**src/rtl/binary_gcd_core_macros.svh**
```systemverilog
// Assertion helpers shared by the binary GCD RTL.
// Both expect clk and rst in scope.
`ifndef BINARY_GCD_CORE_MACROS_SVH
`define BINARY_GCD_CORE_MACROS_SVH

// Same-cycle implication, checked on every rising edge out of reset.
`define BGCD_ASSERT_NOW(label, ante, cons, msg) \
  label: assert property (@(posedge clk) disable iff (rst) (ante) |-> (cons)) \
    else $error(msg);

// Next-cycle implication.
`define BGCD_ASSERT_NEXT(label, ante, cons, msg) \
  label: assert property (@(posedge clk) disable iff (rst) (ante) |=> (cons)) \
    else $error(msg);

`endif

```
**src/rtl/bgcd_pkg.sv**
```systemverilog
// ----------------------------------------------------------------------------
// bgcd_pkg
// Widths, stage count and the per-stage data type of the binary GCD pipeline.
// ----------------------------------------------------------------------------
package bgcd_pkg;

  // Operand width of the arithmetic (legal range 4..63).
  localparam int WIDTH = 32;

  // Port fields are fixed at 32 bits.
  localparam int FIELD_W = 32;

  // Operands wider than the port fields gain nothing.
  localparam int EFF_W = (WIDTH < FIELD_W) ? WIDTH : FIELD_W;

  // Magnitude of the most negative operand is 2^(EFF_W-1): still fits in EFF_W bits.
  localparam int MAG_W = EFF_W;

  // Common power-of-two count, at most EFF_W-1.
  localparam int K_W = $clog2(EFF_W);

  // Every step cuts bitlen(x)+bitlen(y) by at least one, so 2*EFF_W steps
  // always drive x to zero.
  localparam int NUM_STEPS = 2 * EFF_W;

  typedef struct packed {
    logic [MAG_W-1:0] x;
    logic [MAG_W-1:0] y;
    logic [K_W-1:0]   k;
  } bgcd_lane_t;

endpackage

```
**src/rtl/bgcd_step.sv**
```systemverilog
// ----------------------------------------------------------------------------
// bgcd_step
// One Stein iteration: halve the even operand(s), or subtract the smaller odd
// operand from the larger and halve the even difference.
// ----------------------------------------------------------------------------
`include "binary_gcd_core_macros.svh"

module bgcd_step import bgcd_pkg::*; (
  input  logic       clk,
  input  logic       rst,
  input  logic       en,
  input  logic       in_valid,
  input  bgcd_lane_t lane_in,
  output logic       out_valid,
  output bgcd_lane_t lane_out
);

  logic [MAG_W:0]   diff_xy;
  logic [MAG_W-1:0] diff_yx;
  logic             x_ge_y;
  bgcd_lane_t       lane_next;

  assign diff_xy = {1'b0, lane_in.x} - {1'b0, lane_in.y};
  assign diff_yx = lane_in.y - lane_in.x;
  assign x_ge_y  = ~diff_xy[MAG_W];

  always_comb begin
    lane_next = lane_in;
    if (lane_in.x == '0) begin
      // finished: pass through
      lane_next = lane_in;
    end else if (!lane_in.x[0] && !lane_in.y[0]) begin
      lane_next.x = lane_in.x >> 1;
      lane_next.y = lane_in.y >> 1;
      lane_next.k = lane_in.k + K_W'(1);
    end else if (!lane_in.x[0]) begin
      lane_next.x = lane_in.x >> 1;
    end else if (!lane_in.y[0]) begin
      lane_next.y = lane_in.y >> 1;
    end else if (x_ge_y) begin
      lane_next.x = diff_xy[MAG_W-1:0] >> 1;
    end else begin
      lane_next.y = diff_yx >> 1;
    end
  end

  always_ff @(posedge clk) begin
    if (rst) begin
      out_valid <= 1'b0;
    end else if (en) begin
      out_valid <= in_valid;
    end
    if (en) begin
      lane_out <= lane_next;
    end
  end

  `BGCD_ASSERT_NEXT(a_done_holds, en && in_valid && (lane_in.x == '0), (lane_out.x == '0) && (lane_out.y == $past(lane_in.y)), "finished lane changed in step")
  `BGCD_ASSERT_NOW(a_y_live, out_valid && (lane_out.x != '0), lane_out.y != '0, "y reached zero while x is live")

endmodule

```
**config.mk**
```make
export PLATFORM = sky130hd
export DESIGN_NAME = bgcd_step
export DESIGN_NICKNAME = d
export VERILOG_FILES = /design/src/rtl/bgcd_pkg.sv /design/src/rtl/bgcd_step.sv
export VERILOG_INCLUDE_DIRS = /design/src /design/src/rtl
export SDC_FILE = /design/constraint.sdc
export NUM_CORES = 1
export LEC_CHECK = 0
export BUFFER_PORTS_ARGS = -buffer_cell sky130_fd_sc_hd__buf_2
export CAP_MARGIN = 20
export CORE_MARGIN = 5
export CORE_UTILIZATION = 25
export DETAILED_ROUTE_END_ITERATION = 10
export HOLD_SLACK_MARGIN = 0.08
export MAX_ROUTING_LAYER = met4
export SKIP_LAST_GASP = 1
export SLEW_MARGIN = 20
export SYNTH_ARGS = -nofsm -noshare
export SYNTH_HDL_FRONTEND = slang
export SYNTH_SLANG_ARGS = --single-unit
```
**constraint.sdc**
```tcl
create_clock -name clk -period 2.9 [get_ports clk]
set_clock_uncertainty 0.15 [all_clocks]
set_input_delay 0 -clock clk [delete_from_list [all_inputs] [get_ports clk]]
set_output_delay 0 -clock clk [all_outputs]
set_load 0.05 [all_outputs]
```
; ---- Yosys cells after proc, flatten, opt, wreduce, memory -nomap -nowiden
; Cells that the tools add are included.
[totals]
ff_bits = 70
inputBits = 73
output_inout_bits = 70
wordCells = 20
[op_classes]
add_sub_neg = 3
n_mux = 9
n_reduce_logical = 4
[ops]
columns = op, count
row1 = 2-to-1 mux 32 bit, 6
row2 = 2-to-1 mux 69 bit, 1
row3 = 2-to-1 mux 64 bit, 1
row4 = subtractor 32 x 32 -> 33 bit, 1
row5 = logical NOT 32 bit, 1
row6 = subtractor 32 bit, 1
row7 = "adder 5 x 1 -> 5 bit, second input constant", 1
row8 = 2-to-1 mux 5 bit, 1
row9 = logical NOT 1 bit, 2
row10 = logical AND 1 bit, 1

; ---- Longest topological paths before layout
[logic_depth]
ltp_word = 6
depth_mapped = 13
mapped_depth_nobuf = 11

; ---- Worst setup path before layout
; OpenSTA, ideal clock, no wires.
[synth_path]
path_kind = input to register
from = in lane_in[11] (netlist bit)
to = reg lane_out[29] (netlist bit) (data pin)
setup_time_ps = 261
arrival_ps = 2223
path_slack_ps = 266
stages = 11
path_buffers = 1
cell_sequence = inv_1 > ha_1 > buf_2 > a21oi_2 > o221ai_1 > a221oi_2 > a21oi_1 > a221oi_2 > o221ai_1 > xor2_1 > a221o_1
[synth_rtl]
columns = item, line_no
row1 = from (decl), bgcd_step.sv:13  ; input bgcd_lane_t lane_in,
row2 = to (signal assigned), bgcd_step.sv:54  ; lane_out <= lane_next;
row3 = to (decl), bgcd_step.sv:15  ; output bgcd_lane_t lane_out

==> impl_results.md <==
- Worst R2R End: out_valid$_SDFFE_PP0P_
- CP Data Required Time: 2.83 ns
- F_max: 356 MHz
- # nets final: 1,382
- CP max stage delay: 0.53 ns
- Critical Path Source: lane_in[28]
- Slew Viols, Final: 0
- Power Density: 444 nW/um2
- Synth unique cells: 63
- Initial DRC Count: 668
- Seq pwr share: 0.268
- Comb power frac: 0.467
- Most frequent cells after synthesis: nand2_1 (83), a21oi_1 (80), inv_1 (78)
- WL met1: 14.8 mm
- Power Total: 0.00481 W
- First-pass GRT wire length: 48.1 mm
- Core box area: 27,800 um2
- Max_slew headroom: 0.492
- Max Cap Violations: 0
- Die area: 31,600 um2
- Post-Place Worst Slack: -0.232 ns
- Final Hold Fails: 0
- WS Path Type: in -> reg
- Nature of the critical path endpoint: flip-flop
- Top-count cell post-synth: nand2_1
- Cell leakage power: 4.89 nW
- Hold Crit Class: in -> reg
- CP max FO: 6
- Post-synth EDFFs: 69
- Crit-path leading delay family: compound AO/OA/AOI/OAI gates
- Crit path cell chain: dlygate4sd3_1 -> buf_2 -> inv_1 -> ha_1 -> a21o_1 -> o31a_1 -> o311a_2 -> buf_4 -> and3_1 -> mux2i_1 -> o211ai_1
- H-tree depth: 3
- Footprint of the multi-input gates: 4510 um2
- FF-to-FF path depth: 3
- Final WL: 32.0 mm
- Cells after Synth: 859
- Seq/Total Area, Yosys: 0.297
- Switching Share: 0.403
- Share of cells above drive strength 1: 0.309
- Routed wire per std cell: 19.6 um
- Routability-driven placement congestion ratio: 1.02
- Synthesized area per cell: 8.19 um2
- DIE WIDTH: 178 um
- Hold Path Sink: lane_out[59]$_DFFE_PP_
- Syn Nets: 996
- Crit share post-route: 0.968
- GRT Overall Usage: 0.204
- Main synth FF type: edfxtp_1
- Critical path arrival: 2.74 ns
- Number of global-route vias before repair: 8,162
- Worst hold start: lane_in[60]
- CTS tree: built
- Placement Rows: 61
- Grt total ovfl: 0
- Skew-Pair Late Insertion Delay: 0.36 ns
- Routed vias/inst: 5.03
- Final min period: 2.81 ns
- Clock Sinks: 70
- Clock Path Buffers: 2
- Worst flop-to-flop path startpoint: out_valid$_SDFFE_PP0P_
- CTS buffer count: 9
- Largest net degree at the start of global routing: 58
- Largest cells by area after synthesis: edfxtp_1 (29%), ha_1 (11%), a21oi_1 (5.7%), nand2_1 (4.4%), xnor2_1 (4.2%)
- Worst slew pin tran: 0.762 ns
- Final worst slack: 0.0922 ns
- CTS root buf: clkbuf_16
- Outcome: finished, final reports clean
- Vias post-DR: 8,222
- Setup Buffers After CTS: 0
- Internal Power: 0.00287 W
- Crit-path slowest cell: dlygate4sd3_1
- Peak supply drop: 0.282 mV
- Synthesized area: 7040 um2
- Register Area: 2090 um2
- Pre-antenna DRT Iters: 5
- Met2 Routed Length: 14.6 mm
- CP Buf/Inv Count: 4
- Routed wl met3: 1.97 mm
- Layout Area Growth over Synthesis: 53.9%
- Buffers on Ports: 142
- Io pins: 143
- DRC: 0
- Startpoint types: primary input
- Depth of the worst hold-timing path: 3
- Final Setup Violations: 0
- Async SR Flop Fraction: 0
- RSZ-0062 raised after global routing: yes
- NetSw: 0.00194 W
- DIE HEIGHT: 178 um
- R2R setup slack: 1.63 ns
- Antenna Nets Post-Route: 0
- Fillers: 2,907
- YS warnings: 0
- Initial antenna violation count: 6
- #FFs+latches synth: 70
- Max Used Layer: met4
- Starting density of the core: 0.253
- Levels on crit path: 11
- Post-DP HPWL: 24.7 mm
- Clk pin slew, worst setup/hold paths: 0.07 ns
- Clk pwr share: 0.265
- Synth top area share: 0.294
- Dominant cell type by area after synthesis: edfxtp_1
-- cells in the final DEF, fill, tap and decap left out, types with 5 or more instances in the layout --
cell	instances
o21bai_1	7
buf_4	192
clkbuf_16	9
xor2_1	23
ha_1	61
a21o_1	25
o211ai_1	24
a21oi_1	72
o221ai_1	7
buf_2	142
edfxtp_1	69
xnor2_1	34
buf_12	5
nand4_1	15
a21oi_2	11
o21ai_0	36
nor4_1	9
and3_1	6
nand2_1	82
diode_2	6
nand3_1	34
nand2b_1	7
o22ai_1	21
and2_1	5
inv_1	78
a31oi_1	17
o31ai_1	8
dlygate4sd3_1	85
a22oi_1	10
nor2_1	65
nor3_1	17
-- area by class of cell --
class,instances,area share
Inverter,78,0.0270
Multi-Input combinational cell,660,0.416
Tap cell,378,0.0437
Sequential cell,70,0.193
Clock inverter,7,0.00890
Antenna cell,6,0.00139
Clock buffer,9,0.0208
Timing Repair Buffer,426,0.289
-- what timing repair did --
item | 4_1_cts | 5_1_grt
resized for setup | 0 | 22
endpoints found under the hold margin | 65 | 0
endpoints found under the setup margin | 0 | 62
hold buffers | 85 | 0
-- metrics by stage --
step                utilization  hold slack, ns  cell area, um2  TNS [ns]  std cells
detailed placement        0.343         0.00969            9530     -4.20       1527
global placement          0.343         0.00652            9530     -1.64       1527
floorplan                     -         -0.0776            7040         0        859
CTS                       0.385          0.0805           10700         0       1628
global route              0.390           0.106           10800   -0.0594       1634
finish                    0.390          0.0693           10800         0       1634
-- worst register-to-register path, stage by stage (launching register included) --
cell and delay [ns]:
dfxtp_1 0.31, mux2i_1 0.12, nor2_1 0.05, dlygate4sd3_1 0.54
-- routing by layer --
layer | global-route usage | vias to the layer above
li1 | - | 3937
met1 | 0.277 | 3941
met2 | 0.316 | 308
met3 | 0.0326 | 36
met4 | 0.0603 | 0
met5 | - | -
-- power groups by stage --
stage	sequential, W	combinational, W	clock, W
finish	0.00129	0.00224	0.00127
global route	0.00130	0.00239	0.00133
CTS	0.00129	0.00219	0.00130
detailed placement	0.00131	0.00209	0
global placement	0.00132	0.00209	0
floorplan	0.00170	0.000857	0
-- state kept, by name, summed over array words and instances (netlist names) --
signal	count
lane_out	69
out_valid	1
-- cells by family after synthesis --
logic type | synth area share
compound gates | 0.273
xor+xnor | 0.0709
fa+ha+maj | 0.116
buf+inv | 0.0763
flops | 0.297
mux | 0.00729
simple gates | 0.159
-- worst max path at each step --
| stage | end | slack (ns) |
|---|---|---|
| final | lane_out[65]$_DFFE_PP_ | 0.09 |
| after global routing | lane_out[12]$_DFFE_PP_ | -0.04 |
| after CTS | lane_out[59]$_DFFE_PP_ | 0.001 |
| after detailed placement | lane_out[34]$_DFFE_PP_ | -0.23 |
| after global placement | lane_out[34]$_DFFE_PP_ | -0.24 |
| after floorplan | lane_out[29]$_DFFE_PP_ | 0.27 |
Note: power is estimated with default switching activity, not from simulation.
