<file path="src/rtl/binary_gcd_core_macros.svh">
// Assertion helpers shared by the binary GCD RTL.
// Both expect clk and rst in scope.
`ifndef BINARY_GCD_CORE_MACROS_SVH
`define BINARY_GCD_CORE_MACROS_SVH

// Same-cycle implication, checked on every rising edge out of reset.
`define BGCD_ASSERT_NOW(label, ante, cons, msg) \
  label: assert property (@(posedge clk) disable iff (rst) (ante) |-> (cons)) \
    else $error(msg);

// Next-cycle implication.
`define BGCD_ASSERT_NEXT(label, ante, cons, msg) \
  label: assert property (@(posedge clk) disable iff (rst) (ante) |=> (cons)) \
    else $error(msg);

`endif

</file>
<file path="src/rtl/bgcd_pkg.sv">
// ----------------------------------------------------------------------------
// bgcd_pkg
// Widths, stage count and the per-stage data type of the binary GCD pipeline.
// ----------------------------------------------------------------------------
package bgcd_pkg;

  // Operand width of the arithmetic (legal range 4..63).
  localparam int WIDTH = 32;

  // Port fields are fixed at 32 bits.
  localparam int FIELD_W = 32;

  // Operands wider than the port fields gain nothing.
  localparam int EFF_W = (WIDTH < FIELD_W) ? WIDTH : FIELD_W;

  // Magnitude of the most negative operand is 2^(EFF_W-1): still fits in EFF_W bits.
  localparam int MAG_W = EFF_W;

  // Common power-of-two count, at most EFF_W-1.
  localparam int K_W = $clog2(EFF_W);

  // Every step cuts bitlen(x)+bitlen(y) by at least one, so 2*EFF_W steps
  // always drive x to zero.
  localparam int NUM_STEPS = 2 * EFF_W;

  typedef struct packed {
    logic [MAG_W-1:0] x;
    logic [MAG_W-1:0] y;
    logic [K_W-1:0]   k;
  } bgcd_lane_t;

endpackage

</file>
<file path="src/rtl/bgcd_final.sv">
// ----------------------------------------------------------------------------
// bgcd_final
// Output register: restores the common power of two, y << k.
// ----------------------------------------------------------------------------
`include "binary_gcd_core_macros.svh"

module bgcd_final import bgcd_pkg::*; (
  input  logic               clk,
  input  logic               rst,
  input  logic               en,
  input  logic               in_valid,
  input  bgcd_lane_t         lane_in,
  output logic               divisor_valid,
  output logic [FIELD_W-1:0] divisor
);

  logic [MAG_W-1:0] scaled;

  // gcd <= 2^(MAG_W-1), so the shift never overflows MAG_W bits
  assign scaled = lane_in.y << lane_in.k;

  always_ff @(posedge clk) begin
    if (rst) begin
      divisor_valid <= 1'b0;
    end else if (en) begin
      divisor_valid <= in_valid;
    end
    if (en) begin
      divisor <= FIELD_W'(scaled);
    end
  end

  `BGCD_ASSERT_NOW(a_converged, in_valid, lane_in.x == '0, "step chain too short: x not zero")
  `BGCD_ASSERT_NOW(a_k_bound, in_valid && (lane_in.y != '0), lane_in.y[0] || (lane_in.k == '0), "even survivor with nonzero shift count")

endmodule

</file>
<file path="config.mk">
export PLATFORM = sky130hd
export DESIGN_NAME = bgcd_final
export DESIGN_NICKNAME = d
export VERILOG_FILES = /design/src/rtl/bgcd_pkg.sv /design/src/rtl/bgcd_final.sv
export VERILOG_INCLUDE_DIRS = /design/src /design/src/rtl
export SDC_FILE = /design/constraint.sdc
export NUM_CORES = 1
export LEC_CHECK = 0
export BUFFER_PORTS_ARGS = -buffer_cell sky130_fd_sc_hd__buf_2
export CAP_MARGIN = 20
export CELL_PAD_IN_SITES_DETAIL_PLACEMENT = 1
export CELL_PAD_IN_SITES_GLOBAL_PLACEMENT = 1
export CORE_AREA = 2 2 96 98
export DETAILED_ROUTE_END_ITERATION = 10
export DIE_AREA = 0 0 98 100
export PLACE_DENSITY = 0.78
export REMOVE_ABC_BUFFERS = 1
export SYNTH_ARGS = -nofsm -noshare
export SYNTH_HDL_FRONTEND = slang
export SYNTH_SLANG_ARGS = --single-unit
</file>
<file path="constraint.sdc">
create_clock -name clk -period 2.07 [get_ports clk]
set_input_delay 0.207 -clock clk [delete_from_list [all_inputs] [get_ports clk]]
set_output_delay 0.207 -clock clk [all_outputs]
set_load 0.005 [all_outputs]
</file>
-- Yosys cells after proc, flatten, opt, wreduce, memory -nomap -nowiden
Index checks and enable logic that the tools add are counted.
Widths: inputs -> output; s select.
- shift-type cells: 1
- operator list (kind ; number):
    $shl 32x5->32 ; 1
- flip-flop bits (word level): 33
- bits of input ports: 73
- output and inout bits: 33
- word-level logic and storage cells: 3

-- Depth between registers and ports, before layout
Gate-level depths: netlist (run 1).
- depth after elaboration: 1
- mapped depth: 7
- gate-level depth less buffers: 4

-- Worst setup path after synthesis (run 1)
Ideal clock, no wire load.
- kind: in2reg
- start: input port lane_in[2] in the netlist's numbering
- end: register divisor[30], data pin
- library setup time: 0.254 ns
- arrival: 1.587 ns
- required time: 1.816 ns
- path slack: 0.230 ns
- stages on the path: 5
- buffers on the path: 2
- path through: buf_2 buf_2 mux4_2 mux4_2 a21o_1
- word-level cells in the longest chain between the ends: 1
- ends and longest elaborated chain (element ; RTL line ; RTL):
    start, declared ; bgcd_final.sv:12 ; input bgcd_lane_t lane_in,
    $shl 32x5->32 ; bgcd_final.sv:20 ; assign scaled = lane_in.y << lane_in.k;
    via scaled[30] ; bgcd_final.sv:17 ; logic [MAG_W-1:0] scaled;
    end signal, assigned ; bgcd_final.sv:29 ; divisor <= FIELD_W'(scaled);
    end, declared ; bgcd_final.sv:14 ; output logic [FIELD_W-1:0] divisor
The timed path passes the listed nets, and every way through them passes these cells.
A chain may end at the register's enable or synchronous reset.

-- Final worst setup path (run 1)
- start: input port lane_in[1] in the netlist's numbering
- end: register divisor[19], data pin
Same word-level chain as after synthesis.

==> results of run 1 <==
## worst max-delay path: stages
cell,delay [ns]
buf_2,0.18
buf_4,0.25
mux4_2,0.58
mux2_2,0.32
a22oi_1,0.18
o21ai_0,0.12
## state kept, by name, indices dropped and copies added, names as in the netlist
name / count
divisor_valid: 1
divisor: 32
## worst min-delay path by stage
stage	endpoint	slack (ns)	depth (start not counted)
floorplan	divisor_valid	0.28	1
global placement	divisor_valid	0.37	2
detailed placement	divisor_valid	0.37	2
CTS	divisor_valid	0.07	2
global route	divisor_valid	0.08	2
finish	divisor_valid	0.07	2
## layout make-up
class | count | area [um^2]
clock buffers | 6 | 72.57
repair buffers | 102 | 595.6
well taps | 111 | 138.9
inverters | 6 | 22.52
flip-flops and latches | 33 | 980.9
fillers | 1004 | 5174
clock inverters | 2 | 33.78
multi-input cells | 187 | 1872
## power by group
group          leakage, nW  switching [W]  internal (W)  total (W)
clock               0.0528       0.000228      0.000355   0.000583
sequential           0.317      0.0000150      0.000813   0.000828
combinational         1.15       0.000367      0.000346   0.000713
## layer usage
| layer | part of all wire | global-route usage | up-vias | wire length [um] |
|---|---|---|---|---|
| li1 | - | - | 1184 | - |
| met1 | 0.44 | 0.2438 | 1305 | 3961 |
| met2 | 0.49 | 0.3014 | 91 | 4406 |
| met3 | 0.051 | 0.02577 | 10 | 453 |
| met4 | 0.015 | 0.05128 | 0 | 133 |
| met5 | 0 | 0 | - | 0 |
## placed cells by master (no fill, tap or decap), types with 4 or more instances in the layout
cell type and instances:
a211oi_1 6, a21oi_1 9, a22oi_1 4, and3_1 6
buf_2 73, buf_4 28, clkbuf_8 5, edfxtp_1 32
inv_1 4, mux2_2 7, mux2i_1 27, mux4_2 35
nand2_1 14, nand3_1 5, nor2_1 20, o21ai_0 7
o22ai_1 4
## logic make-up after synthesis
| logic type | count (synthesis) | synth area share |
|---|---|---|
| DFF | 33 | 0.3252 |
| buffers and inverters | 29 | 0.05433 |
| and+or+nand+nor | 63 | 0.1041 |
| AOI/OAI and AO/OA | 53 | 0.1219 |
| muxes | 71 | 0.3944 |
## metrics by stage
step | hold WS, ns | total power [W]
global placement | 0.3651 | 0.001528
floorplan | 0.2794 | 0.001197
detailed placement | 0.3686 | 0.001550
finish | 0.07295 | 0.002124
global route | 0.07520 | 0.002222
CTS | 0.06935 | 0.002131
==> flow_metrics.py, run 1 <==
metrics = {
    "synthesis": {
        "yosys.area.top_type": "edfxtp_1",
        "async_reset_ff_frac": 0,
        "synth_most_common_cell": "mux4_2",
        "synth_seq_cells": 33,
        "synth_cell_type_count": 49,
        "yosysWarnings": 0,
        "synth_ff_type": "edfxtp_1",
        "avgSynthCellArea_um2": 12.12,
        "netlist_area_um2": 3017,
        "synth_commonest_cells": "35 x mux4_2, 32 x edfxtp_1, 27 x mux2i_1",
        "synthCells": 249,
        "synthTopCellsByArea": "edfxtp_1 32%, mux4_2 26%, mux2i_1 9.0%",
        "synth_top_area_share": 0.3185,
        "seq_area_frac_synth": 0.3252,
        "synth-edff-count": 32,
    },
    "cells_and_area": {
        "fin_util": 0.4180,
        "fin_cells": 447,
        "nets": 408,
        "diodes": 0,
        "drive_above_1_share": 0.4583,
        "fin_area_um2": 3716,
        "syn_to_final_growth_pct": 23.19,
    },
    "sta": {
        "maxSlewHeadroom": 0.5354,
        "fin_crit_ns": 1.819,
        "fin_crit_sh": 0.8788,
        "setup_viol": 0,
        "finalMaxSlewViolations": 0,
        "setup_tns_ns": 0,
        "clock_skew_ns": 0,
        "tightest_slew_ns": 0.6969,
        "report.final.hold_viol_count": 0,
        "rsz0062_at_grt": "no",
        "max_freq_ghz": 0.5497,
        "fin_ws_ns": 0.2510,
    },
    "clock_network": {
        "cts_sinks": 33,
        "cts_made_buffers": 5,
        "clk_path_buf_depth": 2,
        "cts_resized": 0,
        "post_cts_buffers": 0,
        "htree_levels": 2,
        "cts.clk_slew.worst_paths_ns": 0.07,
        "cts_root_buffer": "clkbuf_8",
        "cts_tree": "yes",
        "holdBufCountCts": 0,
        "clock_latency_ns": 0.28,
    },
    "hold_path": {
        "worstHoldStart": "rst",
        "hold_path.class": "in -> reg",
    },
    "pwr": {
        "ir_drop_v": 0.0002267,
        "powerDensity_nw_per_um2": 571.7,
        "p_leak_nw": 1.519,
    },
    "critical_path": {
        "cp_max_fo": 12,
        "worstSetupPathType": "in -> reg",
        "rrSetupSlack_ns": 1.50,
        "worstPathRequired_ns": 2.10,
        "arrival_ns": 1.85,
        "reg2reg_to": "divisor_valid",
        "reg2reg_from": "divisor_valid",
        "crit_path_end": "divisor[19]",
        "reg2reg_depth": 2,
        "cp-start-kind": "input pin",
        "critPathCaptureType": "flip-flop",
        "startpoint": "lane_in[1]",
    },
    "routing": {
        "route.final.wire_length_um": 8955,
        "vias": 2590,
        "viasPerCell": 5.794,
        "drtIter0Drc": 169,
        "postRouteAntennaNets": 0,
        "firstDrtPassIters": 4,
        "route.detailed.drc": 0,
        "wl_per_cell_um": 20.03,
    },
    "grt": {
        "grt_pass1_vias": 2556,
        "grt_pass1_wl_um": 13970,
        "grt_use_total": 0.1794,
        "grt_max_degree": 34,
        "antenna_found_initial": 0,
        "gr-total-overflow": 0,
    },
    "floorplan": {
        "initial_core_util": 0.3393,
        "io_pins": 106,
        "core_um2": 8890,
        "die_h_um": 100,
        "rows": 35,
        "die_x_um": 98,
        "die_area_um2": 9800,
    },
    "place": {
        "pre_cts_ws_ns": -0.03472,
        "post-place-cells": 439,
        "dp_hpwl_um": 7125,
        "place_congestion": 0.9100,
        "io_buffers": 73,
        "placed_area_um2": 3610,
    },
    "run_status": {
        "outcome": "finished, final reports clean",
    },
    "job": {
        "timing.max_cap.violations": 0,
    },
}
Note: power is estimated with default switching activity, not from simulation.
==> run 2: changes to the inputs <==
--- a/config.mk
+++ b/config.mk
@@ -13,7 +13,8 @@
 export CORE_AREA = 2 2 96 98
 export DETAILED_ROUTE_END_ITERATION = 10
 export DIE_AREA = 0 0 98 100
-export PLACE_DENSITY = 0.78
+export PLACE_DENSITY = 0.82
+export RECOVER_POWER = 100
 export REMOVE_ABC_BUFFERS = 1
 export SYNTH_ARGS = -nofsm -noshare
 export SYNTH_HDL_FRONTEND = slang
==> run 2 against run 1 <==
The flow now finishes with violations (max-capacitance violations, max-slew violations). Cell count up 2.2%. Critical endpoint is now divisor[24]. Core utilization up 0.75 points. Total power up 1.7%. Worst setup slack worse by 0.11 ns. Global-route usage up 1.1 points. Sequential cell count unchanged. Critical path depth unchanged.
==> flow_metrics.py, run 2 (synthesized netlist as in run 1, its figures left out) <==
metrics = {
    "grt": {
        "gr-total-overflow": 0,
        "grt_max_degree": 34,
        "grt_use_total": 0.1904,
        "antenna_found_initial": 0,
        "grt_pass1_wl_um": 14810,
        "grt_pass1_vias": 2726,
    },
    "sta": {
        "finalMaxSlewViolations": 34,
        "clock_skew_ns": 0,
        "setup_viol": 0,
        "rsz0062_at_grt": "no",
        "fin_ws_ns": 0.1425,
        "fin_crit_sh": 0.9312,
        "tightest_slew_ns": 1.690,
        "fin_crit_ns": 1.928,
        "maxSlewHeadroom": -0.1268,
        "max_freq_ghz": 0.5188,
        "holdWs_ns": 0.07197,
        "report.final.hold_viol_count": 0,
    },
    "job": {
        "timing.max_cap.violations": 1,
    },
    "cells_and_area": {
        "drive_above_1_share": 0.4104,
        "reg_top3": "divisor (32), divisor_valid (1)",
        "syn_to_final_growth_pct": 25.38,
        "diodes": 0,
        "regMostFlops": "divisor",
        "nets": 418,
        "layout_commonest_cell": "buf_2",
        "largest_reg_flops": 32,
        "most-common-layout-cells": "58 x buf_2, 35 x mux4_2, 32 x edfxtp_1, 27 x mux2i_1, 26 x buf_4",
    },
    "routing": {
        "drtIter0Drc": 149,
        "route.detailed.drc": 0,
        "wl_per_cell_um": 20.18,
        "postRouteAntennaNets": 0,
        "firstDrtPassIters": 4,
        "route.final.wire_length_um": 9221,
        "viasPerCell": 5.724,
        "vias": 2616,
    },
    "place": {
        "io_buffers": 73,
        "dp_hpwl_um": 7461,
        "pre_cts_ws_ns": -0.1236,
        "place_congestion": 0.9032,
    },
    "clock_network": {
        "cts_root_buffer": "clkbuf_8",
        "cts_made_buffers": 5,
        "cts_resized": 0,
        "cts.clk_slew.worst_paths_ns": 0.07,
        "clock_latency_ns": 0.28,
        "cts_sinks": 33,
        "holdBufCountCts": 0,
        "htree_levels": 2,
        "clk_path_buf_depth": 2,
        "post_cts_buffers": 0,
        "cts_tree": "yes",
    },
    "critical_path": {
        "cp-start-kind": "input pin",
        "cp_max_fo": 6,
        "worstPathRequired_ns": 2.10,
        "critPathCaptureType": "flip-flop",
        "arrival_ns": 1.96,
        "reg2reg_depth": 2,
        "worstSetupPathType": "in -> reg",
    },
    "pwr": {
        "pwr-share-comb": 0.334,
        "switchingPower_w": 0.0006031,
        "seqPwrFrac": 0.385,
        "p_leak_nw": 1.516,
        "switching_share": 0.2793,
        "ir_drop_v": 0.0002616,
        "powerDensity_nw_per_um2": 571.0,
        "p_int_w": 0.001556,
        "p_clk_frac": 0.281,
    },
    "floorplan": {
        "rows": 35,
        "die_h_um": 100,
        "core_um2": 8890,
        "io_pins": 106,
        "die_x_um": 98,
        "die_area_um2": 9800,
        "initial_core_util": 0.3393,
    },
    "run_status": {
        "failed_checks": "max-capacitance violations, max-slew violations",
        "outcome": "finished, violations left",
    },
    "hold_path": {
        "hold_path.class": "in -> reg",
        "min_path_cells": 2,
    },
}
## run 2: cell count changes in the layout (fill, tap and decap cells not counted), moves of 2 or more
| cell | delta |
|---|---|
| buf_2 | -15 |
| clkbuf_4 | +3 |
| clkbuf_1 | +19 |
| buf_4 | -2 |
| buf_1 | +2 |
| mux2_1 | +2 |
| mux2_2 | -2 |
| buf_12 | +2 |
## run 2: per-layer routing
layer | track usage | up-vias | wire length (um)
met4 | 0.05876 | 0 | 183
met1 | 0.2509 | 1319 | 3893
met2 | 0.3277 | 80 | 4733
met5 | 0 | - | 0
met3 | 0.02646 | 14 | 410
li1 | - | 1203 | -
## run 2: power groups by stage
stage	Clock (W)	Sequential [W]	Combinational [W]
after floorplan	0	0.000854	0.000342
after global placement	0	0.000842	0.000708
after detailed placement	0	0.000845	0.000735
after CTS	0.000616	0.000831	0.000739
after global routing	0.000648	0.000838	0.000777
final	0.000607	0.000831	0.000721
## run 2: metrics by stage
step	TNS, ns	area [um^2]	utilization	cells	total power, W
global route	0	3782	0.4255	457	0.002263
finish	0	3782	0.4255	457	0.002160
CTS	0	3826	0.4304	457	0.002186
global placement	-0.1280	3710	0.4173	449	0.001550
floorplan	0	2875	-	226	0.001197
detailed placement	-0.4275	3710	0.4173	449	0.001580
## run 2: area by class of cell
class / count / area (um^2)
Timing Repair Buffer: 112 / 651.9
Inverter: 6 / 22.52
Fill cell: 1008 / 5107
Clock inverter: 1 / 30.03
Clock buffer: 7 / 86.33
Sequential cell: 33 / 980.9
Tap cell: 111 / 138.9
Multi-Input combinational cell: 187 / 1872
## run 2: worst paths after layout
path | start | to | slack, ns
min | rst | divisor_valid | 0.07
max | lane_in[1] | divisor[24] | 0.14
min reg2reg | divisor_valid | divisor_valid | 0.51
max reg2reg | divisor_valid | divisor_valid | 1.46
## run 2: worst max-delay path: stages
cell       delay [ns]
buf_2            0.20
clkbuf_1         0.25
mux4_2           0.59
mux2_1           0.39
o2bb2ai_1        0.15
a21o_1           0.16
