--- src/rtl/binary_gcd_core_macros.svh ---
// Assertion helpers shared by the binary GCD RTL.
// Both expect clk and rst in scope.
`ifndef BINARY_GCD_CORE_MACROS_SVH
`define BINARY_GCD_CORE_MACROS_SVH

// Same-cycle implication, checked on every rising edge out of reset.
`define BGCD_ASSERT_NOW(label, ante, cons, msg) \
  label: assert property (@(posedge clk) disable iff (rst) (ante) |-> (cons)) \
    else $error(msg);

// Next-cycle implication.
`define BGCD_ASSERT_NEXT(label, ante, cons, msg) \
  label: assert property (@(posedge clk) disable iff (rst) (ante) |=> (cons)) \
    else $error(msg);

`endif

--- src/rtl/bgcd_pkg.sv ---
// ----------------------------------------------------------------------------
// bgcd_pkg
// Widths, stage count and the per-stage data type of the binary GCD pipeline.
// ----------------------------------------------------------------------------
package bgcd_pkg;

  // Operand width of the arithmetic (legal range 4..63).
  localparam int WIDTH = 32;

  // Port fields are fixed at 32 bits.
  localparam int FIELD_W = 32;

  // Operands wider than the port fields gain nothing.
  localparam int EFF_W = (WIDTH < FIELD_W) ? WIDTH : FIELD_W;

  // Magnitude of the most negative operand is 2^(EFF_W-1): still fits in EFF_W bits.
  localparam int MAG_W = EFF_W;

  // Common power-of-two count, at most EFF_W-1.
  localparam int K_W = $clog2(EFF_W);

  // Every step cuts bitlen(x)+bitlen(y) by at least one, so 2*EFF_W steps
  // always drive x to zero.
  localparam int NUM_STEPS = 2 * EFF_W;

  typedef struct packed {
    logic [MAG_W-1:0] x;
    logic [MAG_W-1:0] y;
    logic [K_W-1:0]   k;
  } bgcd_lane_t;

endpackage

--- src/rtl/bgcd_prep.sv ---
// ----------------------------------------------------------------------------
// bgcd_prep
// Entry stage: magnitudes of both operands, zero operand steered into x.
// ----------------------------------------------------------------------------
module bgcd_prep import bgcd_pkg::*; (
  input  logic               clk,
  input  logic               rst,
  input  logic               en,
  input  logic               in_valid,
  input  logic [FIELD_W-1:0] operand_a,
  input  logic [FIELD_W-1:0] operand_b,
  output logic               out_valid,
  output bgcd_lane_t         lane_out
);

  logic [MAG_W-1:0] raw_a;
  logic [MAG_W-1:0] raw_b;
  logic [MAG_W-1:0] mag_a;
  logic [MAG_W-1:0] mag_b;
  bgcd_lane_t       lane_next;

  assign raw_a = operand_a[MAG_W-1:0];
  assign raw_b = operand_b[MAG_W-1:0];

  always_comb begin
    mag_a = raw_a[MAG_W-1] ? (~raw_a + MAG_W'(1)) : raw_a;
    mag_b = raw_b[MAG_W-1] ? (~raw_b + MAG_W'(1)) : raw_b;
    lane_next.k = '0;
    // x == 0 marks a finished lane; gcd(a, 0) = a, so park a in y.
    if (mag_b == '0) begin
      lane_next.x = '0;
      lane_next.y = mag_a;
    end else begin
      lane_next.x = mag_a;
      lane_next.y = mag_b;
    end
  end

  always_ff @(posedge clk) begin
    if (rst) begin
      out_valid <= 1'b0;
    end else if (en) begin
      out_valid <= in_valid;
    end
    if (en) begin
      lane_out <= lane_next;
    end
  end

endmodule

--- config.mk ---
export PLATFORM = sky130hd
export DESIGN_NAME = bgcd_prep
export DESIGN_NICKNAME = d
export VERILOG_FILES = /design/src/rtl/binary_gcd_core_macros.svh /design/src/rtl/bgcd_pkg.sv /design/src/rtl/bgcd_prep.sv
export SDC_FILE = /design/constraint.sdc
export NUM_CORES = 1
export LEC_CHECK = 0
export BUFFER_PORTS_ARGS = -buffer_cell sky130_fd_sc_hd__buf_2
export CORE_MARGIN = 1.5
export CORE_UTILIZATION = 25
export DETAILED_ROUTE_END_ITERATION = 6
export GPL_ROUTABILITY_DRIVEN = 0
export GPL_TIMING_DRIVEN = 0
export PLACE_DENSITY = 0.54
export SKIP_LAST_GASP = 1
export SYNTH_ARGS = -nofsm -noshare
export SYNTH_HDL_FRONTEND = slang
export SYNTH_SLANG_ARGS = --single-unit
export TNS_END_PERCENT = 20
--- constraint.sdc ---
create_clock -name clk -period 5.6 [get_ports clk]
set_input_delay 1.12 -clock clk [delete_from_list [all_inputs] [get_ports clk]]
set_output_delay 1.12 -clock clk [all_outputs]
set_load 0.02 [all_outputs]
# Word-level counts from Yosys, hierarchy flattened
# Cells that the tools add are included.
[op_classes]
bitwise = 2
n_mux = 3
n_reduce_logical = 1
addsub = 2
[ops]
columns = ["cell", "count"]
rows = [
  ["two-way mux 32 bit", 3],
  ["adder 32 x 1 -> 32 bit, second input constant", 2],
  ["inverter 32 bit", 2],
  ["logical NOT 32 bit", 1],
]
[word_totals]
inputBits = 68
regBits = 65
output_inout_bits = 70
elab_cells = 11

# Depth between registers and ports, before layout
# Gate-level depths: netlist of run 1.
[depth]
ltp_word = 5
ltp_mapped = 12
ltp_nobuf = 9

# Worst setup path after synthesis of run 1
# No wires, ideal clock.
[synth_timing]
path_kind = "input to register"
start = "input port operand_b[10]"
end = "register lane_out[25] (netlist bit), data pin"
arrival_ns = 3.949
n_path_buf = 3
path_slack_ns = 1.471
stages = 10
cell_sequence = "buf_2 > or4_1 > nor4_1 > mux2_2 > a211oi_1 > nand4_1 > or2_1 > buf_6 > buf_12 > o41ai_2"
[synth_lines]
columns = ["item", "line_no", "text"]
rows = [
  ["from (decl)", "bgcd_prep.sv:11", "input logic [FIELD_W-1:0] operand_b,"],
  ["to (signal assigned)", "bgcd_prep.sv:46", "lane_out <= lane_next;"],
  ["to (decl)", "bgcd_prep.sv:13", "output bgcd_lane_t lane_out"],
]

# Worst setup path after layout of run 1
[layout_timing]
start = "input port operand_b[0]"
end = "register lane_out[47] (netlist bit), data pin"
[layout_via]
elab_chain_len = 4
[layout_lines]
columns = ["item", "line_no", "text"]
rows = [
  ["inverter 32 bit", "bgcd_prep.sv:27", "mag_b = raw_b[MAG_W-1] ? (~raw_b + MAG_W'(1)) : raw_b;"],
  ["adder 32 x 1 -> 32 bit", "bgcd_prep.sv:27", ""],
  ["two-way mux 32 bit *", "bgcd_prep.sv:27", ""],
  ["logical NOT 32 bit *", "bgcd_prep.sv:30", "if (mag_b == '0) begin"],
]
# Mark *: on every way between the ends. The rest lies on a longest branch, timed or not.
# A chain may end at the register's enable or synchronous reset.

==> impl_results.md, run 1 <==
- Power density normalized to cell area: 248 nW/um^2
- Max cap viols: 0
- Iteration-0 DRC count of the detailed router: 331
- Total chip power: 1.51 mW
- Synth Warn #: 0
- Slowest CP cell: sky130_fd_sc_hd__nor4_1
- DRT Wirelength: 15.9 mm
- Clk Latency, worst-skew pair: 0.32 ns
- Maximum number of pins on one net before global-route repair: 66
- CP max FO: 10
- Compound-cell area share of the yosys netlist: 23.4%
- Number of pins exceeding their max-slew limit in the final report: 0
- Leading cell type in the layout, fill and taps excluded: sky130_fd_sc_hd__buf_2
- TritonCTS buffer count: 9
- Peak supply drop: 0.138 mV
- Worst Tran Pin Value: 0.851 ns
- Number of different library cells in the post-synthesis netlist: 71
- Root Driver: sky130_fd_sc_hd__clkbuf_16
- Crit path time final: 4.58 ns
- Period Utilization, post-route: 81.7%
- Number of diodes: 0
- Synthesized flop and latch total: 65
- Number of antenna violations at the first check in global routing: 0
- Combined global-route utilization of all metal layers: 15.5%
- Die Ht: 142 um
- Combined area of the multi-input logic cells: 2620 um^2
- Most used cells in the layout excluding fill and tap cells: sky130_fd_sc_hd__buf_2, sky130_fd_sc_hd__edfxtp_1, sky130_fd_sc_hd__xor2_1
- Final setup violating endpoints: 0
- Final #Nets: 675
- Headroom to the max-slew limit: 42.7%
- Area of the core: 18,800 um^2
- Clock tree from TritonCTS: yes
- Startpoint-to-endpoint class of the critical path: in -> reg
- Mean cell area of the mapped netlist: 10.3 um^2
- Number of enable-type register cells in the synthesized netlist: 64
- TritonCTS Sinks: 65
- Maximum number of buffers from clock root to sink: 2
- Total vias in the final route: 4,373
- Post-DP HPWL: 12.7 mm
- Fraction of synthesis flops using an asynchronous set or reset pin: 0%
- Most frequent cell on the critical path: sky130_fd_sc_hd__buf_2
- Filler Cells Inserted: 1,987
- Longest individual stage delay on the worst path: 0.68 ns
- Layout overhead on the synthesized area: 25.4%
- Residual DRC count: 0
- Reg2Reg Setup Slack: 5.03 ns
- Drt wl/cell: 18.3 um
- Outcome: finished clean
- Kind of end point of the critical path: register
- Maximum clock frequency: 0.218 GHz
- Routed via count divided by cell count: 5.03
- IO Pins: 138
- Post-placement worst setup slack: 0.751 ns
- Leak Pwr: 2.26 nW
- Antenna-violating nets left: 0
- H-tree level count: 3
- Maximum clock skew at final layout: 0 ns
- Adder-cell area share of the yosys netlist: 0.517%
- Resized cells post-CTS: 0
- Share of synthesized cell area in and, or, nand and nor gates: 19.0%
- Data required time at the worst endpoint: 5.64 ns
- Share of the yosys chip area belonging to registers: 40.1%
- XOR/XNOR Fraction of Synth Area: 9.96%
- Total congestion overflow after global routing: 0
- Min-Delay Path Class: reg -> reg
- Num rows: 50
- RSZ-0062 raised after global routing: no
- Global-route wire length before repair: 24.0 mm
- Cells after Synth: 468
- Starting density of the core: 25.7%
- Die area: 20,200 um^2
- Register clock-pin slew on the reported worst setup and hold paths: 0.05 ns
- Startpoint class of the critical path: input pin
- Post-synthesis mux area share: 0.853%
- Ratio of cells with drive above 1 in the final layout: 32.8%
- Via count of the first global-routing pass: 4,235
- Final sum of negative setup slack: 0 ns
- Least setup slack across all paths after layout: 1.02 ns
- IO buf count: 122
- Die extent in x: 142 um
- Post-synth design cell area: 4840 um^2
- Dominant combinational cell family by area after synthesis: compound AO/OA/AOI/OAI gates
- Critical Path AT: 4.62 ns
- Most used flip-flop cell after synthesis: sky130_fd_sc_hd__edfxtp_1
- 1st-pass router iterations: 5
- Cell chain of the critical path: buf_2 -> inv_1 -> ha_1 -> or3b_1 -> clkbuf_1 -> nor4_1 -> mux2_2 -> a211oi_1 -> nand4_1 -> nor3_4 -> buf_2 -> a21oi_1
- Setup Buffers After CTS: 0
- Final Hold Fails: 0
- Register cell area after layout: 1940 um^2
- Number of hold buffers added after CTS: 0
-- worst paths after layout --
kind                 from            to  depth (start not counted)
min reg2reg     out_valid     out_valid                          2
max          operand_b[0]  lane_out[47]                         12
max reg2reg     out_valid     out_valid                          2
min             out_valid     out_valid                          2
-- power breakdown --
group / total, mW / switching, mW / internal [mW]
Clock: 0.527 / 0.190 / 0.337
Sequential: 0.609 / 0.0129 / 0.596
Combinational: 0.370 / 0.246 / 0.124
-- cells in the mapped netlist, drive strengths merged, types with 2 or more instances --
library cell	number	area share, %
a211oi	5	0.78
a21boi	2	0.31
a21o	3	0.47
a21oi	35	3.6
a311oi	2	0.36
a31o	3	0.54
a31oi	3	0.39
a41o	3	0.62
a41oi	2	0.36
and3	3	0.39
and4	2	0.36
buf	24	3.7
clkbuf	20	1.6
edfxtp	64	40
ha	2	0.52
inv	9	0.70
mux2i	3	0.62
nand2	27	2.1
nand2b	3	0.39
nand3	12	1.3
nand3b	2	0.31
nand4	9	1.2
nor2	26	2.0
nor2b	5	0.65
nor3	18	2.4
nor4	13	2.1
nor4b	3	0.80
o2111ai	2	0.36
o211ai	3	0.47
o21ai	13	1.3
o2bb2ai	2	0.36
o31ai	11	1.7
o32ai	2	0.36
o41ai	36	10
or2	6	0.78
or3	10	1.4
or4	9	1.6
xnor2	16	2.9
xor2	39	7.1
-- critical path, delay by kind of cell --
| kind | cells | cell delay, ns |
|---|---|---|
| adders and majority gates | 1 | 0.22 |
| muxes | 1 | 0.42 |
| buffers and inverters | 4 | 0.71 |
| AOI/OAI and AO/OA | 2 | 0.36 |
| and+or+nand+nor | 4 | 1.76 |
-- registers in the layout, summed over array words and instances (netlist names) --
| signal | count |
|---|---|
| out_valid | 1 |
| lane_out | 64 |
-- cells by family (layout without fill, tap and decap cells) --
logic type,after synthesis,in the layout
AOI/OAI and AO/OA,133,133
xor gates and xnor gates,55,55
adders and majority gates,2,2
buffers and inverters,54,191
DFF,65,65
muxes,4,4
other,1,5
and+or+nand+nor,154,154
-- layout make-up --
| class | instances | area share, % |
|---|---|---|
| multi-input combinational | 353 | 43.2 |
| sequential | 65 | 32.0 |
| timing repair buffer | 122 | 10.1 |
| tap | 260 | 5.36 |
| buffer | 44 | 4.19 |
| clock buffer | 10 | 3.77 |
| clock inverter | 5 | 0.784 |
| inverter | 10 | 0.619 |
-- per-layer routing --
layer  vias to the layer above  part of all wire (%)  GRT usage [%]
met3                        19                   6.2           2.49
met2                       177                    45           24.2
li1                       2104                     -              -
met5                         -                     0              0
met4                         0                   1.9           5.26
met1                      2073                    47           21.8
-- stage by stage --
step	hold WS [ns]	cell area, um^2	utilization, %	instances
floorplan	0.579	4850	-	472
global placement	0.478	5790	30.7	854
detailed placement	0.476	5790	30.8	854
CTS	0.491	6070	32.2	869
global route	0.536	6070	32.2	869
finish	0.484	6070	32.2	869
Power figures use the tool's default switching activity.
==> inputs of run 2 (changes only) <==
PLACE_DENSITY = 0.56   (was 0.54)
clock period = 4 ns   (was 5.6 ns; I/O delays follow)
==> run 2 against run 1 <==
Compared with the run above:
- setup slack lost 0.90 ns
- design area grew 1.1%
- core utilization grew 0.35 points
- clock power grew 57%
- sequential power grew 40%
- total power grew 46%
- worst hold slack gained 0.0095 ns
- sequential cell count is the same
==> impl_results.md, run 2 (synthesis results as in run 1) <==
- Layout overhead on the synthesized area: 26.8%
- Register cell area after layout: 1940 um^2
- Combined area of the multi-input logic cells: 2640 um^2
- Reg2Reg Setup Slack: 3.42 ns
- Met1 Use GR: 21.7%
- Headroom to the max-slew limit: 42.7%
- Number of diodes: 0
- Post-placement worst setup slack: -0.490 ns
- Leak Pwr: 2.30 nW
- Routed via count divided by cell count: 5.06
- Critical Path AT: 3.99 ns
- Clock tree from TritonCTS: yes
- Total vias in the final route: 4,410
- Startpoint-to-endpoint class of the critical path: in -> reg
- Combined global-route utilization of all metal layers: 15.5%
- IO Pins: 138
- Total congestion overflow after global routing: 0
- Registers with the highest flip-flop counts: lane_out x64, out_valid x1
- Drt wl/cell: 18.0 um
- Maximum clock frequency: 0.258 GHz
- WHS Path Cells: 2
- Crit path time final: 3.87 ns
- Number of pins exceeding their max-slew limit in the final report: 0
- Number of antenna violations at the first check in global routing: 0
- Most used cells in the layout excluding fill and tap cells: sky130_fd_sc_hd__buf_2, sky130_fd_sc_hd__edfxtp_1, sky130_fd_sc_hd__xor2_1
- CP max FO: 10
- IO buf count: 122
- Cell Count Post-Placement: 854
- Global-route wire length before repair: 23.8 mm
- Num rows: 50
- Final Hold Fails: 0
- Top delay family on crit path: simple AND/OR/NAND/NOR gates
- Max FFs per register: 64
- Ratio of cells with drive above 1 in the final layout: 33.7%
- Filler Cells Inserted: 1,931
- Power density normalized to cell area: 358 nW/um^2
- H-tree level count: 3
- Post-DP HPWL: 12.5 mm
- RSZ-0062 raised after global routing: yes
- Total chip power: 2.20 mW
- Final setup violating endpoints: 0
- Register clock-pin slew on the reported worst setup and hold paths: 0.05 ns
- Period Utilization, post-route: 96.8%
- Die Ht: 142 um
- 1st-pass router iterations: 5
- Antenna-violating nets left: 0
- Leading cell type in the layout, fill and taps excluded: sky130_fd_sc_hd__buf_2
- Clk Latency, worst-skew pair: 0.33 ns
- Routing usage on met2: 24.1%
- Via count of the first global-routing pass: 4,068
- TritonCTS buffer count: 9
- Stages on worst setup path: 13
- Residual DRC count: 0
- Startpoint class of the critical path: input pin
- Starting density of the core: 25.7%
- Busiest metal layer after global routing: met2
- Slowest CP cell: sky130_fd_sc_hd__nor3_2
- Die extent in x: 142 um
- Maximum number of pins on one net before global-route repair: 66
- Peak supply drop: 0.220 mV
- Final #Nets: 677
- Data required time at the worst endpoint: 4.12 ns
- Max cap viols: 0
- TritonCTS Sinks: 65
- Register containing the most flip-flops in the final layout: lane_out
- Buf+Inv Stages, Crit Path: 5
- Iteration-0 DRC count of the detailed router: 326
- Least setup slack across all paths after layout: 0.127 ns
- Kind of end point of the critical path: register
- Cell chain of the critical path: buf_2 -> inv_1 -> ha_1 -> or3b_1 -> clkbuf_1 -> nor3_2 -> a41oi_1 -> xnor2_1 -> nand4_1 -> or2_1 -> buf_6 -> buf_12 -> o41ai_2
- Maximum number of buffers from clock root to sink: 2
- Number of hold buffers added after CTS: 0
- Die area: 20,200 um^2
- Maximum clock skew at final layout: 0 ns
- Worst Tran Pin Value: 0.859 ns
- Area of the core: 18,800 um^2
- WHS: 0.494 ns
- Longest individual stage delay on the worst path: 0.40 ns
- Outcome: finished clean
- Root Driver: sky130_fd_sc_hd__clkbuf_16
- Met3 Use GR: 3.43%
- Worst reg-to-reg path cell count: 2
- Min-Delay Path Class: reg -> reg
- DRT Wirelength: 15.7 mm
- Non-Filler Instances: 872
[run 2: cell type report]
type                            count  area share, %
Clock buffer                        9           3.67
Buffer                             44           4.16
Tap cell                          260           5.30
Inverter                           10          0.612
Clock inverter                      7           1.39
Multi-Input combinational cell    353           43.0
Timing Repair Buffer              124           10.2
Sequential cell                    65           31.7
[run 2: path summary, 6_finish.rpt]
kind,from,end
setup / recovery,operand_b[0],lane_out[15]
hold / removal,out_valid,out_valid
setup reg to reg,out_valid,out_valid
hold reg to reg,out_valid,out_valid
[run 2: routing by layer]
metal  wire length, um  vias to the layer above  share of wire (%)
met5                 0                        -                  0
met4               279                        0                1.8
met3              1360                       23                8.6
met2              6990                      212                 45
met1              7080                     2067                 45
li1                  -                     2108                  -
[run 2: repair_timing]
item | 4_1_cts | 5_1_grt
pin swaps | 0 | 1
resized for setup | 1 | 2
buffers inserted | 0 | 2
setup endpoints to repair | 53 | 53
[run 2: worst min-delay path: stages, from the launching register on]
cell and delay [ns]:
sky130_fd_sc_hd__dfxtp_1 0.32, sky130_fd_sc_hd__mux2i_1 0.06, sky130_fd_sc_hd__nor2_1 0.07
[run 2: report_power, final]
part	switching, mW	internal, mW	total [mW]	leakage, nW
logic	0.343	0.174	0.517	1.52
clock network	0.290	0.539	0.829	0.150
registers	0.0184	0.834	0.853	0.634
total	0.652	1.55	2.20	2.30
[run 2: per-stage QoR]
stage,util (%),instance area [um^2],TNS (ns)
floorplan,-,4850,0
global placement,30.7,5790,-27.05
detailed placement,30.8,5790,-25.33
CTS,32.4,6110,0
global route,32.6,6130,-0.196
finish,32.6,6130,0
==> inputs of run 3 (changes only) <==
ABC_AREA = 1   (was default)
PLACE_DENSITY = 0.55   (was 0.56)
REMOVE_ABC_BUFFERS = 1   (was default)
==> run 3 against run 2 <==
Compared with the run above:
- sequential share of layout area decreased by 1.7 points
- first-iteration DRC count shrank 1.8%
- highest routed layer unchanged
- area after synthesis is 9.6% higher
- sequential cell count is the same
- maximum frequency is 7.6% higher
- critical path depth is the same
- largest power group unchanged
==> impl_results.md, run 3 <==
- Maximum number of buffers from clock root to sink: 2
- Final core utilization: 31.1%
- Combined global-route utilization of all metal layers: 14.1%
- Resized cells post-CTS: 0
- Clk Latency, worst-skew pair: 0.33 ns
- Root Driver: sky130_fd_sc_hd__clkbuf_16
- Die area: 22,100 um^2
- Share of Yosys cell area claimed by the top area cell type: 36.2%
- Num rows: 53
- Layout overhead on the synthesized area: 22.4%
- Outcome: finished clean
- Iteration-0 DRC count of the detailed router: 320
- Area leader, netlist: sky130_fd_sc_hd__edfxtp_1
- Data required time at the worst endpoint: 4.04 ns
- Worst Tran Pin Value: 1.13 ns
- Reg2Reg Setup Slack: 3.43 ns
- Peak supply drop: 0.208 mV
- Maximum clock skew at final layout: 0 ns
- CP max FO: 46
- Number of pins exceeding their max-slew limit in the final report: 0
- Register containing the most flip-flops in the final layout: lane_out
- Number of different library cells in the post-synthesis netlist: 36
- Post-synthesis mux area share: 0.189%
- Synthesized flop and latch total: 65
- Setup Buffers After CTS: 0
- Most used cells in the layout excluding fill and tap cells: sky130_fd_sc_hd__nand2_1, sky130_fd_sc_hd__buf_2, sky130_fd_sc_hd__inv_1
- Die Ht: 149 um
- IO buf count: 132
- 1st-pass router iterations: 5
- Mean cell area of the mapped netlist: 7.42 um^2
- Maximum number of pins on one net before global-route repair: 66
- H-tree level count: 3
- Routed via count divided by cell count: 4.37
- Startpoint class of the critical path: input pin
- Share of the yosys chip area belonging to registers: 36.6%
- Post-placement worst setup slack: -0.00796 ns
- Post-synth design cell area: 5300 um^2
- Cells after Synth: 715
- Die extent in x: 149 um
- Number of enable-type register cells in the synthesized netlist: 64
- TritonCTS Sinks: 65
- Registers with the highest flip-flop counts: lane_out x64, out_valid x1
- Most used flip-flop cell after synthesis: sky130_fd_sc_hd__edfxtp_1
- Residual DRC count: 0
- Fraction of synthesis flops using an asynchronous set or reset pin: 0%
- Headroom to the max-slew limit: 24.3%
- Number of antenna violations at the first check in global routing: 0
- Global-route wire length before repair: 23.9 mm
- Leading cell type in the layout, fill and taps excluded: sky130_fd_sc_hd__nand2_1
- Kind of end point of the critical path: register
- Startpoint-to-endpoint class of the critical path: in -> reg
- Leak Pwr: 3.10 nW
- Number of diodes: 0
- Starting density of the core: 25.4%
- Final #Nets: 908
- Maximum clock frequency: 0.278 GHz
- Critical Path AT: 3.63 ns
- Adder-cell area share of the yosys netlist: 0.472%
- Share of synthesized cell area in and, or, nand and nor gates: 43.0%
- XOR/XNOR Fraction of Synth Area: 4.46%
- Area of the core: 20,900 um^2
- Largest cells by area after synthesis: sky130_fd_sc_hd__edfxtp_1, sky130_fd_sc_hd__nand2_1, sky130_fd_sc_hd__inv_1, sky130_fd_sc_hd__nor2_4, sky130_fd_sc_hd__nor2_1
- Total vias in the final route: 4,886
- Finished layout cell area: 6490 um^2
- Power density normalized to cell area: 336 nW/um^2
- Period Utilization, post-route: 90.0%
- TritonCTS buffer count: 9
- Least setup slack across all paths after layout: 0.401 ns
- Final setup violating endpoints: 0
- Min-Delay Path Class: reg -> reg
- Clock tree from TritonCTS: yes
- IO Pins: 138
- Compound-cell area share of the yosys netlist: 2.88%
- Via count of the first global-routing pass: 4,512
- Total congestion overflow after global routing: 0
- Number of hold buffers added after CTS: 0
- Max cap viols: 0
- RSZ-0062 raised after global routing: no
- Final Hold Fails: 0
- Dominant combinational cell family by area after synthesis: simple AND/OR/NAND/NOR gates
- Drt wl/cell: 13.7 um
- Crit path time final: 3.60 ns
- Top cells by instance count after synthesis: sky130_fd_sc_hd__nand2_1, sky130_fd_sc_hd__inv_1, sky130_fd_sc_hd__nor2_1, sky130_fd_sc_hd__edfxtp_1, sky130_fd_sc_hd__nand3_1
- Synth Warn #: 0
- Most common cell in the netlist: sky130_fd_sc_hd__nand2_1
- DRT Wirelength: 15.3 mm
- Post-DP HPWL: 12.4 mm
- Max FFs per register: 64
- Ratio of cells with drive above 1 in the final layout: 26.1%
- Antenna-violating nets left: 0
- WHS: 0.487 ns
- Dpl cell area: 6150 um^2
- Register clock-pin slew on the reported worst setup and hold paths: 0.05 ns
[run 3: per-stage QoR]
stage / power (mW) / setup TNS, ns / cells
after floorplan: 1.18 / 0 / 693
after global placement: 1.37 / -14.60 / 1100
after detailed placement: 1.37 / -0.00796 / 1101
after CTS: 2.21 / 0 / 1117
after global routing: 2.29 / 0 / 1118
final: 2.18 / 0 / 1118
[run 3: cell type report]
cell class	instances	area [um^2]
Clock inverter	6	82.6
Tap cell	275	344
Sequential cell	65	1940
Timing Repair Buffer	134	718
Multi-Input combinational cell	510	2730
Inverter	118	443
Clock buffer	10	229
Fill cell	2320	14400
[run 3: logic make-up after synthesis]
logic type,after synthesis
AND/OR/NAND/NOR,447
buffers and inverters,144
flip-flops,65
AO/OA/AOI/OAI,28
XOR/XNOR,27
adder cells (fa/ha/maj),2
other,1
multiplexers,1
[run 3: worst paths after layout]
| check | startpoint | endpoint | depth (start not counted) |
|---|---|---|---|
| worst max-delay path | operand_b[31] | lane_out[48] | 13 |
| worst min-delay path | out_valid | out_valid | 2 |
| worst max register to register | out_valid | out_valid | 2 |
| worst min register to register | out_valid | out_valid | 2 |
[run 3: power breakdown]
part,switching [mW],internal [mW]
clock network,0.283,0.542
registers,0.0172,0.829
logic,0.340,0.168
total,0.640,1.54
[run 3: routing by layer]
layer	GRT usage, %	vias up	share of wire (%)
met5	0	-	0
met4	4.01	0	1.1
met3	3.04	9	6.2
met2	22.8	145	46
met1	19.0	2191	47
li1	-	2541	-
[run 3: worst max-delay path, cell delays in order]
cell	delay (ns)
sky130_fd_sc_hd__buf_2	0.63
sky130_fd_sc_hd__inv_2	0.16
sky130_fd_sc_hd__nor2_1	0.16
sky130_fd_sc_hd__xnor2_1	0.15
sky130_fd_sc_hd__nand2_1	0.10
sky130_fd_sc_hd__nor2_1	0.09
sky130_fd_sc_hd__nand2_1	0.05
sky130_fd_sc_hd__nor2_1	0.09
sky130_fd_sc_hd__nand2_1	0.07
sky130_fd_sc_hd__nor2_1	0.18
sky130_fd_sc_hd__nand3b_4	0.13
sky130_fd_sc_hd__nor2_8	0.82
sky130_fd_sc_hd__nor2_1	0.11
